===== src/sv/fccd_pkg.sv =====
// Package for the frame CRC checker / deframer.
// Holds the frame constants, the summary record type and the byte-wide CRC-16 update.
// No dependencies.
`default_nettype none

package fccd_pkg;

  localparam int unsigned HdrLen     = 7;
  localparam int unsigned CntW       = 9;
  localparam int unsigned OutDataW   = 88;

  localparam logic [15:0]     CrcInit  = 16'hFFFF;
  localparam logic [15:0]     CrcPoly  = 16'h1021;
  localparam logic [CntW-1:0] MinFrame = 9'd9;
  localparam logic [CntW-1:0] CountMax = 9'd511;

  // frame summary, one per frame
  typedef struct packed {
    logic        crc_ok;
    logic        too_short;
    logic [4:0]  msg_kind;
    logic        confirmed_flag;
    logic [1:0]  proto_version;
    logic [15:0] target_addr;
    logic [15:0] source_addr;
    logic [7:0]  frame_count;
    logic [7:0]  declared_payload_len;
    logic [8:0]  received_bytes;
    logic [15:0] received_crc;
  } summary_t;

  // CRC-16/CCITT-FALSE, one byte, MSB first
  function automatic logic [15:0] crc16_byte(input logic [15:0] crc, input logic [7:0] b);
    logic [15:0] c;
    c = crc ^ {b, 8'h00};
    for (int i = 0; i < 8; i++) begin
      c = c[15] ? ((c << 1) ^ CrcPoly) : (c << 1);
    end
    return c;
  endfunction

endpackage

`default_nettype wire


===== src/sv/fccd_frame_track.sv =====
// Per-frame tracking: byte count, header capture, two-byte tail delay, running CRC.
// Builds the summary record on the final byte. Depends on fccd_pkg.
`default_nettype none

module fccd_frame_track import fccd_pkg::*; (
  input  wire logic       clk_i,
  input  wire logic       rst_ni,
  input  wire logic       accept_i,
  input  wire logic [7:0] byte_i,
  input  wire logic       last_i,
  output summary_t        summary_o,
  output logic            summary_valid_o
);

  logic [15:0]     crc_q, crc_d;
  logic [7:0]      tail0_q, tail1_q;
  logic [CntW-1:0] count_q, count_d;
  logic [7:0]      hdr_q [HdrLen];
  logic [7:0]      hdr_d [HdrLen];
  logic [15:0]     rx_crc;
  logic            short_frame;

  always_comb begin
    crc_d   = (count_q >= CntW'(2)) ? crc16_byte(crc_q, tail1_q) : crc_q;
    count_d = (count_q < CountMax) ? count_q + CntW'(1) : CountMax;
    for (int i = 0; i < HdrLen; i++) begin
      hdr_d[i] = (count_q == CntW'(i)) ? byte_i : hdr_q[i];
    end
  end

  assign rx_crc      = {byte_i, tail0_q};
  assign short_frame = count_d < MinFrame;

  always_comb begin
    summary_o.crc_ok               = !short_frame && (crc_d == rx_crc);
    summary_o.too_short            = short_frame;
    summary_o.msg_kind             = hdr_d[0][4:0];
    summary_o.confirmed_flag       = hdr_d[0][5];
    summary_o.proto_version        = hdr_d[0][7:6];
    summary_o.target_addr          = {hdr_d[2], hdr_d[1]};
    summary_o.source_addr          = {hdr_d[4], hdr_d[3]};
    summary_o.frame_count          = hdr_d[5];
    summary_o.declared_payload_len = hdr_d[6];
    summary_o.received_bytes       = count_d;
    summary_o.received_crc         = rx_crc;
  end

  assign summary_valid_o = accept_i && last_i;

  always_ff @(posedge clk_i or negedge rst_ni) begin
    if (!rst_ni) begin
      crc_q   <= CrcInit;
      tail0_q <= '0;
      tail1_q <= '0;
      count_q <= '0;
      for (int i = 0; i < HdrLen; i++) hdr_q[i] <= '0;
    end else if (accept_i) begin
      if (last_i) begin
        crc_q   <= CrcInit;
        tail0_q <= '0;
        tail1_q <= '0;
        count_q <= '0;
        for (int i = 0; i < HdrLen; i++) hdr_q[i] <= '0;
      end else begin
        crc_q   <= crc_d;
        tail0_q <= byte_i;
        tail1_q <= tail0_q;
        count_q <= count_d;
        for (int i = 0; i < HdrLen; i++) hdr_q[i] <= hdr_d[i];
      end
    end
  end

`ifndef ASSERT_OFF
  a_clear_after_last: assert property (@(posedge clk_i) disable iff (!rst_ni)
    accept_i && last_i |=> count_q == '0 && crc_q == CrcInit)
    else $error("frame state not cleared after final byte");
  a_count_steps: assert property (@(posedge clk_i) disable iff (!rst_ni)
    accept_i && !last_i && count_q < CountMax |=> count_q == $past(count_q) + CntW'(1))
    else $error("byte count did not advance");
  a_short_no_ok: assert property (@(posedge clk_i) disable iff (!rst_ni)
    summary_valid_o |-> !(summary_o.crc_ok && summary_o.too_short))
    else $error("short frame flagged as CRC ok");
`endif

endmodule

`default_nettype wire


===== src/sv/fccd_out_reg.sv =====
// Result register for the summary stream; the input side stalls only while a
// result waits on a stalled output. Depends on fccd_pkg.
`default_nettype none

module fccd_out_reg import fccd_pkg::*; (
  input  wire logic     clk_i,
  input  wire logic     rst_ni,
  input  wire logic     load_i,
  input  wire summary_t summary_i,
  output logic          ready_o,
  input  wire logic     m_ready_i,
  output logic          m_valid_o,
  output summary_t      m_summary_o
);

  logic     valid_q;
  summary_t data_q;

  assign ready_o     = !valid_q || m_ready_i;
  assign m_valid_o   = valid_q;
  assign m_summary_o = data_q;

  always_ff @(posedge clk_i or negedge rst_ni) begin
    if (!rst_ni) begin
      valid_q <= 1'b0;
    end else if (ready_o) begin
      valid_q <= load_i;
    end
  end

  always_ff @(posedge clk_i) begin
    if (ready_o && load_i) begin
      data_q <= summary_i;
    end
  end

`ifndef ASSERT_OFF
  a_load_shows: assert property (@(posedge clk_i) disable iff (!rst_ni)
    ready_o && load_i |=> valid_q)
    else $error("loaded summary not presented");
  a_hold_stalled: assert property (@(posedge clk_i) disable iff (!rst_ni)
    valid_q && !m_ready_i |=> valid_q && $stable(data_q))
    else $error("stalled summary lost or changed");
  a_no_overwrite: assert property (@(posedge clk_i) disable iff (!rst_ni)
    valid_q && !m_ready_i |-> !ready_o)
    else $error("result register open while full and stalled");
`endif

endmodule

`default_nettype wire


===== src/sv/frame_crc_checker_deframer.sv =====
// Top level of the frame CRC checker / deframer (CRC-16/CCITT-FALSE).
// Instantiates fccd_frame_track and fccd_out_reg; depends on fccd_pkg.
//
//   channel  dir  tdata                         tlast       width
//   s_axis   in   [7:0] data_byte               last_byte   8
//   m_axis   out  frame summary, see port note  -           88
//
// One byte per cycle unless a summary waits on a stalled m_axis; the byte-wide CRC
// update and compare are combinational between the frame state and the result register.
// The summary appears in the cycle after the final byte is accepted.
// A stalled m_axis holds the summary; while it waits, s_axis_tready is low and
// no byte is accepted until the summary transaction completes.
// Reset clears the frame state and drops any pending summary.
`default_nettype none

module frame_crc_checker_deframer import fccd_pkg::*; (
  input  wire logic                clk_i,
  input  wire logic                rst_ni,
  input  wire logic                s_axis_tvalid,
  output logic                     s_axis_tready,
  input  wire logic [7:0]          s_axis_tdata,  // [7:0] data_byte
  input  wire logic                s_axis_tlast,  // last_byte
  output logic                     m_axis_tvalid,
  input  wire logic                m_axis_tready,
  // [0] crc_ok, [1] too_short, [6:2] message type, [7] confirmed_flag,
  // [9:8] proto_version, [25:10] target_addr, [41:26] source_addr,
  // [49:42] frame_count, [57:50] declared_payload_len, [66:58] received_bytes,
  // [82:67] received_crc, [87:83] zero
  output logic [OutDataW-1:0]      m_axis_tdata
);

  logic     accept;
  logic     out_ready;
  logic     sum_valid;
  summary_t sum_new, sum_out;

  assign s_axis_tready = out_ready;
  assign accept        = s_axis_tvalid && out_ready;

  fccd_frame_track u_track (
    .clk_i,
    .rst_ni,
    .accept_i        (accept),
    .byte_i          (s_axis_tdata),
    .last_i          (s_axis_tlast),
    .summary_o       (sum_new),
    .summary_valid_o (sum_valid)
  );

  fccd_out_reg u_out (
    .clk_i,
    .rst_ni,
    .load_i      (sum_valid),
    .summary_i   (sum_new),
    .ready_o     (out_ready),
    .m_ready_i   (m_axis_tready),
    .m_valid_o   (m_axis_tvalid),
    .m_summary_o (sum_out)
  );

  assign m_axis_tdata = {5'b0,
                         sum_out.received_crc,
                         sum_out.received_bytes,
                         sum_out.declared_payload_len,
                         sum_out.frame_count,
                         sum_out.source_addr,
                         sum_out.target_addr,
                         sum_out.proto_version,
                         sum_out.confirmed_flag,
                         sum_out.msg_kind,
                         sum_out.too_short,
                         sum_out.crc_ok};

`ifndef ASSERT_OFF
  a_last_gives_out: assert property (@(posedge clk_i) disable iff (!rst_ni)
    s_axis_tvalid && s_axis_tready && s_axis_tlast |=> m_axis_tvalid)
    else $error("final byte produced no summary");
  a_short_flag: assert property (@(posedge clk_i) disable iff (!rst_ni)
    m_axis_tvalid |-> m_axis_tdata[1] == (m_axis_tdata[66:58] < MinFrame))
    else $error("too_short disagrees with byte count");
  a_nonzero_count: assert property (@(posedge clk_i) disable iff (!rst_ni)
    m_axis_tvalid |-> m_axis_tdata[66:58] != '0 && m_axis_tdata[87:83] == '0)
    else $error("summary with zero byte count or stray pad bits");
`endif

endmodule

`default_nettype wire


===== config.mk =====
export PLATFORM = sky130hd
export DESIGN_NAME = frame_crc_checker_deframer
export DESIGN_NICKNAME = d
export VERILOG_FILES = /design/src/sv/fccd_pkg.sv /design/src/sv/fccd_frame_track.sv /design/src/sv/fccd_out_reg.sv /design/src/sv/frame_crc_checker_deframer.sv
export SDC_FILE = /design/constraint.sdc
export NUM_CORES = 1
export LEC_CHECK = 0
export ABC_CLOCK_PERIOD_IN_PS = 15400
export BUFFER_PORTS_ARGS = -buffer_cell sky130_fd_sc_hd__buf_4
export CAP_MARGIN = 0
export CORE_AREA = 2 2 123 125
export CTS_CLUSTER_DIAMETER = 40
export DETAILED_ROUTE_END_ITERATION = 10
export DIE_AREA = 0 0 125 127
export PLACE_DENSITY_LB_ADDON = 0.15
export SYNTH_ARGS = -nofsm -noshare
export SYNTH_HDL_FRONTEND = slang
export SYNTH_SLANG_ARGS = --single-unit

===== constraint.sdc =====
create_clock -name clk_i -period 15.4 [get_ports clk_i]
set_clock_uncertainty 0.2 [all_clocks]
set_input_delay 0 -clock clk_i [delete_from_list [all_inputs] [get_ports clk_i]]
set_output_delay 0 -clock clk_i [all_outputs]
set_load 0.05 [all_outputs]

Word level (Yosys, flattened, before mapping)
Index checks and enable logic that the tools add are counted.
- flip-flop bits (word level): 181
- bits of input ports: 13
- logic and storage cells: 73
- $add $sub $neg: 1
- order comparisons: 3
- equality and inequality tests: 7
- muxes and demuxes: 22
- bitwise logic cells: 9
- reduce and logical (&&, ||, !) cells: 8
- operator list (operator ; count):
    $mux 13 ; 8
    $mux 8 ; 9
    $mux 56 ; 1
    $mux 16 ; 2
    $eq 9x3->1 const B ; 3
    $not 3->3 ; 8
    $eq 9x2->1 const B ; 2
    $mux 9 ; 2
    $eq 16x16->1 ; 1
    $xor 16x16->16 ; 1
    $add 9x1->9 const B ; 1
    $eq 9x1->1 const B ; 1
    $ge 9x2->1 const B ; 1
    $logic_not 9->1 ; 1
    $lt 9x4->1 const B ; 1
    $lt 9x9->1 const B ; 1
    $logic_and 1x1->1 ; 4
    $logic_not 1->1 ; 2
    $logic_or 1x1->1 ; 1

Logic depth before layout (Yosys ltp)
- depth in word-level cells: 20
- gate-level depth with buffers: 10

Modules after synthesis
A second synthesis with hierarchy kept.
- cell total of the unflattened synthesis: 730
- area, all modules: 8500.7 um2
- by module, submodules not included (module ; instances ; cells each ; area each (um2) ; sequential area each (um2)):
    fccd_frame_track ; 1 ; 636 ; 5906.9 ; 2447.3
    fccd_out_reg ; 1 ; 87 ; 2546.2 ; 2517.4
    frame_crc_checker_deframer ; 1 ; 7 ; 47.5 ; 0.0

Worst setup path after synthesis
No wires, ideal clock.
- path type: flip-flop to flip-flop
- from: register u_out.valid_q (netlist: u_out.m_valid_o)
- to: register u_out.data_q, in the netlist u_out.m_summary_o[0] (enable)
- arrival time: 5.306 ns
- data required time: 14.675 ns
- slack: 9.368 ns
- stages on the path, launching flop included: 7
- path buffers: 3
- clock period less this slack: 6.032 ns
- path through: dfrtp_1 nand2b_1 nand2_1 clkbuf_1 clkbuf_1 buf_1 nor2_1
- word-level cells in the longest chain between the ends: 5
- ends and longest elaborated chain (item ; line ; RTL):
    start: declaration ; fccd_out_reg.sv:16 ; logic valid_q;
    start signal: assignment ; fccd_out_reg.sv:27 ; valid_q <= load_i;
    $logic_not 1->1 (*) ; fccd_out_reg.sv:19 ; assign ready_o = !valid_q || m_ready_i;
    $logic_or 1x1->1 (*) ; fccd_out_reg.sv:19 ;
    via s_axis_tready ; frame_crc_checker_deframer.sv:20 ; output logic s_axis_tready,
    $logic_and 1x1->1 ; frame_crc_checker_deframer.sv:38 ; assign accept = s_axis_tvalid && out_ready;
    $logic_and 1x1->1 ; fccd_frame_track.sv:48 ; assign summary_valid_o = accept_i && last_i;
    $logic_and 1x1->1 (*) ; fccd_out_reg.sv:32 ; if (ready_o && load_i) begin
    end signal: assignment ; fccd_out_reg.sv:33 ; data_q <= summary_i;
    end: declaration ; fccd_out_reg.sv:17 ; summary_t data_q;
The timed path passes the listed nets; every way through them passes the cells marked *.
A chain may end at the register's enable or synchronous reset.

==> run summary <==
Worst R2R End: u_out.m_summary_o[82]
clock transition at the registers of the reported paths: 70 ps
asr flop ratio synth: 0.541
hold_sp: s_axis_tdata[0]
Critical Path Max Stage Delay: 630 ps
number of synthesized flops with an enable pin: 83
routed len/inst: 19.2 um
WP data required: 15460 ps
dominant cell type by area after synthesis: edfxtp_1
synthesized area per cell: 11.3 um2
worst r2r path cells: 7
antenna violations before repair: 0
top_reg_cell synth: edfxtp_1
simple-gate portion of the synthesized area: 0.0967
Area growth syn-to-layout: 17.9%
count of pins over their slew limit: 0
Total Routing Usage GR: 0.251
Worst slew margin: 0.371
DRC viols: 0
main combinational cell family by area after synthesis: compound AO/OA/AOI/OAI gates
mux share of post-synthesis cell area: 0.0696
CTS Buf Count: 17
Antenna diodes: 0
antenna-violating nets left: 0
drt initial violations: 737
PD cells: 178 mW/mm2
compound-cell area share of the yosys netlist: 0.151
synth warn: 0
HP Class: in2reg
status: complete, no violations
worst r2r src: u_track.count_q[5]
Clock Tree Root: clkbuf_16
crit path time final: 3630 ps
core box area: 0.0144 mm2
share of cells above drive strength 1: 0.234
fmax: 275 MHz
setup tns final: 0 ps
fin crit share: 0.236
pin count of the biggest net entering global routing: 78
area fraction of the dominant cell type after synthesis: 0.296
Crit Path Class: reg2reg
H-tree depth: 4
Hold Crit Depth: 2
register-to-register setup slack: 11770 ps
final setup fails: 0
Via Count: 6202
post-synthesis adder-cell area fraction: 0.00595
Initial Util: 0.583
Layout Nets: 846
Final Hold Vio Count: 0
number of global-route vias before repair: 5864
RSZ-0062 raised after global routing: false
count leader, synth: nand2_1
# Max-Cap Violations: 0
Slew @ Worst Pin: 944 ps
xor/xnor share of the synthesized area: 0.0538
GPL Wtd Cong: 0.893
worst-path fanout max: 28
critical path cell sequence: or4_4 > or4_4 > mux2i_1 > xnor2_1 > or4_1 > or4_1 > nor4_2
die height: 127 um
crit path launch type: flip-flop
Detailed Route WL: 19700 um
Worst EP arrival: 3690 ps
Max IR drop VDD: 0.0999 mV
Pleak: 4.05 nW
post-synthesis cell area: 0.00841 mm2
hold slack final: 242 ps
port bufs: 97
Remaining Overflow, GRT: 0
Synth area leaders: edfxtp_1 30%, dfrtp_1 24%, o21ai_0 6.1%, mux2_2 5.9%, nand2_1 5.6%
I/O pins: 103
Post-DP HPWL: 12100 um
DRT Pass-1 Iters: 5
overall die width: 125 um
post-synthesis sequential area ratio: 0.590
clock latency on the worst-skew pair: 440 ps
Crit. End Element: flip-flop
synth cell count leaders: 125 x nand2_1, 102 x o21ai_0, 83 x edfxtp_1
maximum root-to-sink buffer count: 2
Clock Sinks: 181
Fillers: 1064
Cells after Synth: 747
die area: 0.0159 mm2
first-pass GRT wire length: 31500 um
Synth cell types: 49
Via-to-Cell Ratio: 6.04
Hold Path Sink: u_out.m_summary_o[8]
Yosys reg bits: 181
CTS tree: done
Rows: 44
Slowest-stage cell, CP: or4_4
[stage by stage]
step	cell area, um2	cells	utilization	power, W	setup WS [ps]
3_5_place_dp	9200	980	0.638	0.00134	11810
6_report	9920	1026	0.688	0.00177	11770
4_1_cts	9920	1026	0.688	0.00177	11780
5_1_grt	9920	1026	0.688	0.00186	11630
3_3_place_gp	9200	980	0.638	0.00132	11870
2_1_floorplan	8430	751	-	0.00120	9370
[metal layers]
layer | GRT usage | up-vias | share of wire
li1 | - | 2850 | -
met1 | 0.358 | 3051 | 0.45
met2 | 0.393 | 258 | 0.47
met3 | 0.0448 | 43 | 0.058
met4 | 0.0882 | 0 | 0.024
met5 | 0 | - | 0
[critical path: cells and delay by family, from the launching register on]
kind,cells,cell delay (ps)
and+or+nand+nor,5,2420
DFF,1,490
muxes,1,190
xor gates and xnor gates,1,140
[report_power, final]
group	internal [W]	switching [W]	leakage, nW
registers	0.000655	0.0000912	2.03
clock network	0.000243	0.000184	0.276
logic	0.000259	0.000338	1.74
total	0.00116	0.000613	4.05
[layout make-up]
class | instances | area (um2) | area share
Sequential cell | 181 | 4960 | 0.500
Multi-Input combinational cell | 505 | 3210 | 0.323
Timing Repair Buffer | 115 | 908 | 0.0915
Clock buffer | 20 | 447 | 0.0450
Tap cell | 184 | 230 | 0.0232
Clock inverter | 12 | 130 | 0.0131
Inverter | 9 | 33.8 | 0.00340
[worst max path at each step]
stage               slack, ps  cells after the start                     to                from
floorplan                9370                      6   u_out.m_summary_o[0]     u_out.m_valid_o
global placement        11870                      7  u_out.m_summary_o[82]  u_track.count_q[5]
detailed placement      11810                      7  u_out.m_summary_o[82]  u_track.count_q[5]
CTS                     11780                      7  u_out.m_summary_o[82]  u_track.count_q[5]
global route            11630                      7  u_out.m_summary_o[82]  u_track.count_q[5]
finish                  11770                      7  u_out.m_summary_o[82]  u_track.count_q[5]
[sequential cells by signal, indices dropped and copies added (netlist names)]
register,flops
u_track.hdr_q,56
u_track.tail0_q,8
u_track.tail1_q,8
u_track.crc_q,16
u_out.m_summary_o,83
u_track.count_q,9
u_out.m_valid_o,1
[cell usage in the layout, fill, tap and decap left out, types with 3 or more instances in the layout]
cell type,Yosys,final
xor2_1,14,14
mux2_2,44,44
dfstp_2,16,16
buf_4,5,101
xnor3_1,4,4
edfxtp_1,83,83
o21ai_0,102,102
a22o_1,7,7
nor4_1,3,3
nand2b_1,4,4
dlygate4sd3_1,0,13
o22ai_1,3,3
a22oi_1,57,57
nand2_1,125,124
a21oi_1,19,19
nand4_1,3,3
dfrtp_1,82,82
o22a_1,3,3
mux2i_1,9,9
clkbuf_16,0,17
clkinv_1,3,4
a31oi_1,3,3
xnor2_1,22,22
nor2_1,37,36
ha_1,4,4
clkinvlp_4,0,3
conb_1,1,5
or3_1,4,4
inv_1,6,6
nand3_1,6,6
o21a_1,4,4
clkinv_2,0,3
[what timing repair did]
item	in CTS	in global routing
hold endpoints to repair	154	0
hold buffers	14	0
buffers inserted	0	0
gates resized for setup	0	0
[logic make-up after synthesis]
group / after synthesis
other: 1
flip-flops: 181
buffers and inverters: 65
AO/OA/AOI/OAI: 208
adder cells (fa/ha/maj): 4
AND/OR/NAND/NOR: 193
multiplexers: 53
XOR/XNOR: 42
Power figures use the tool's default switching activity.
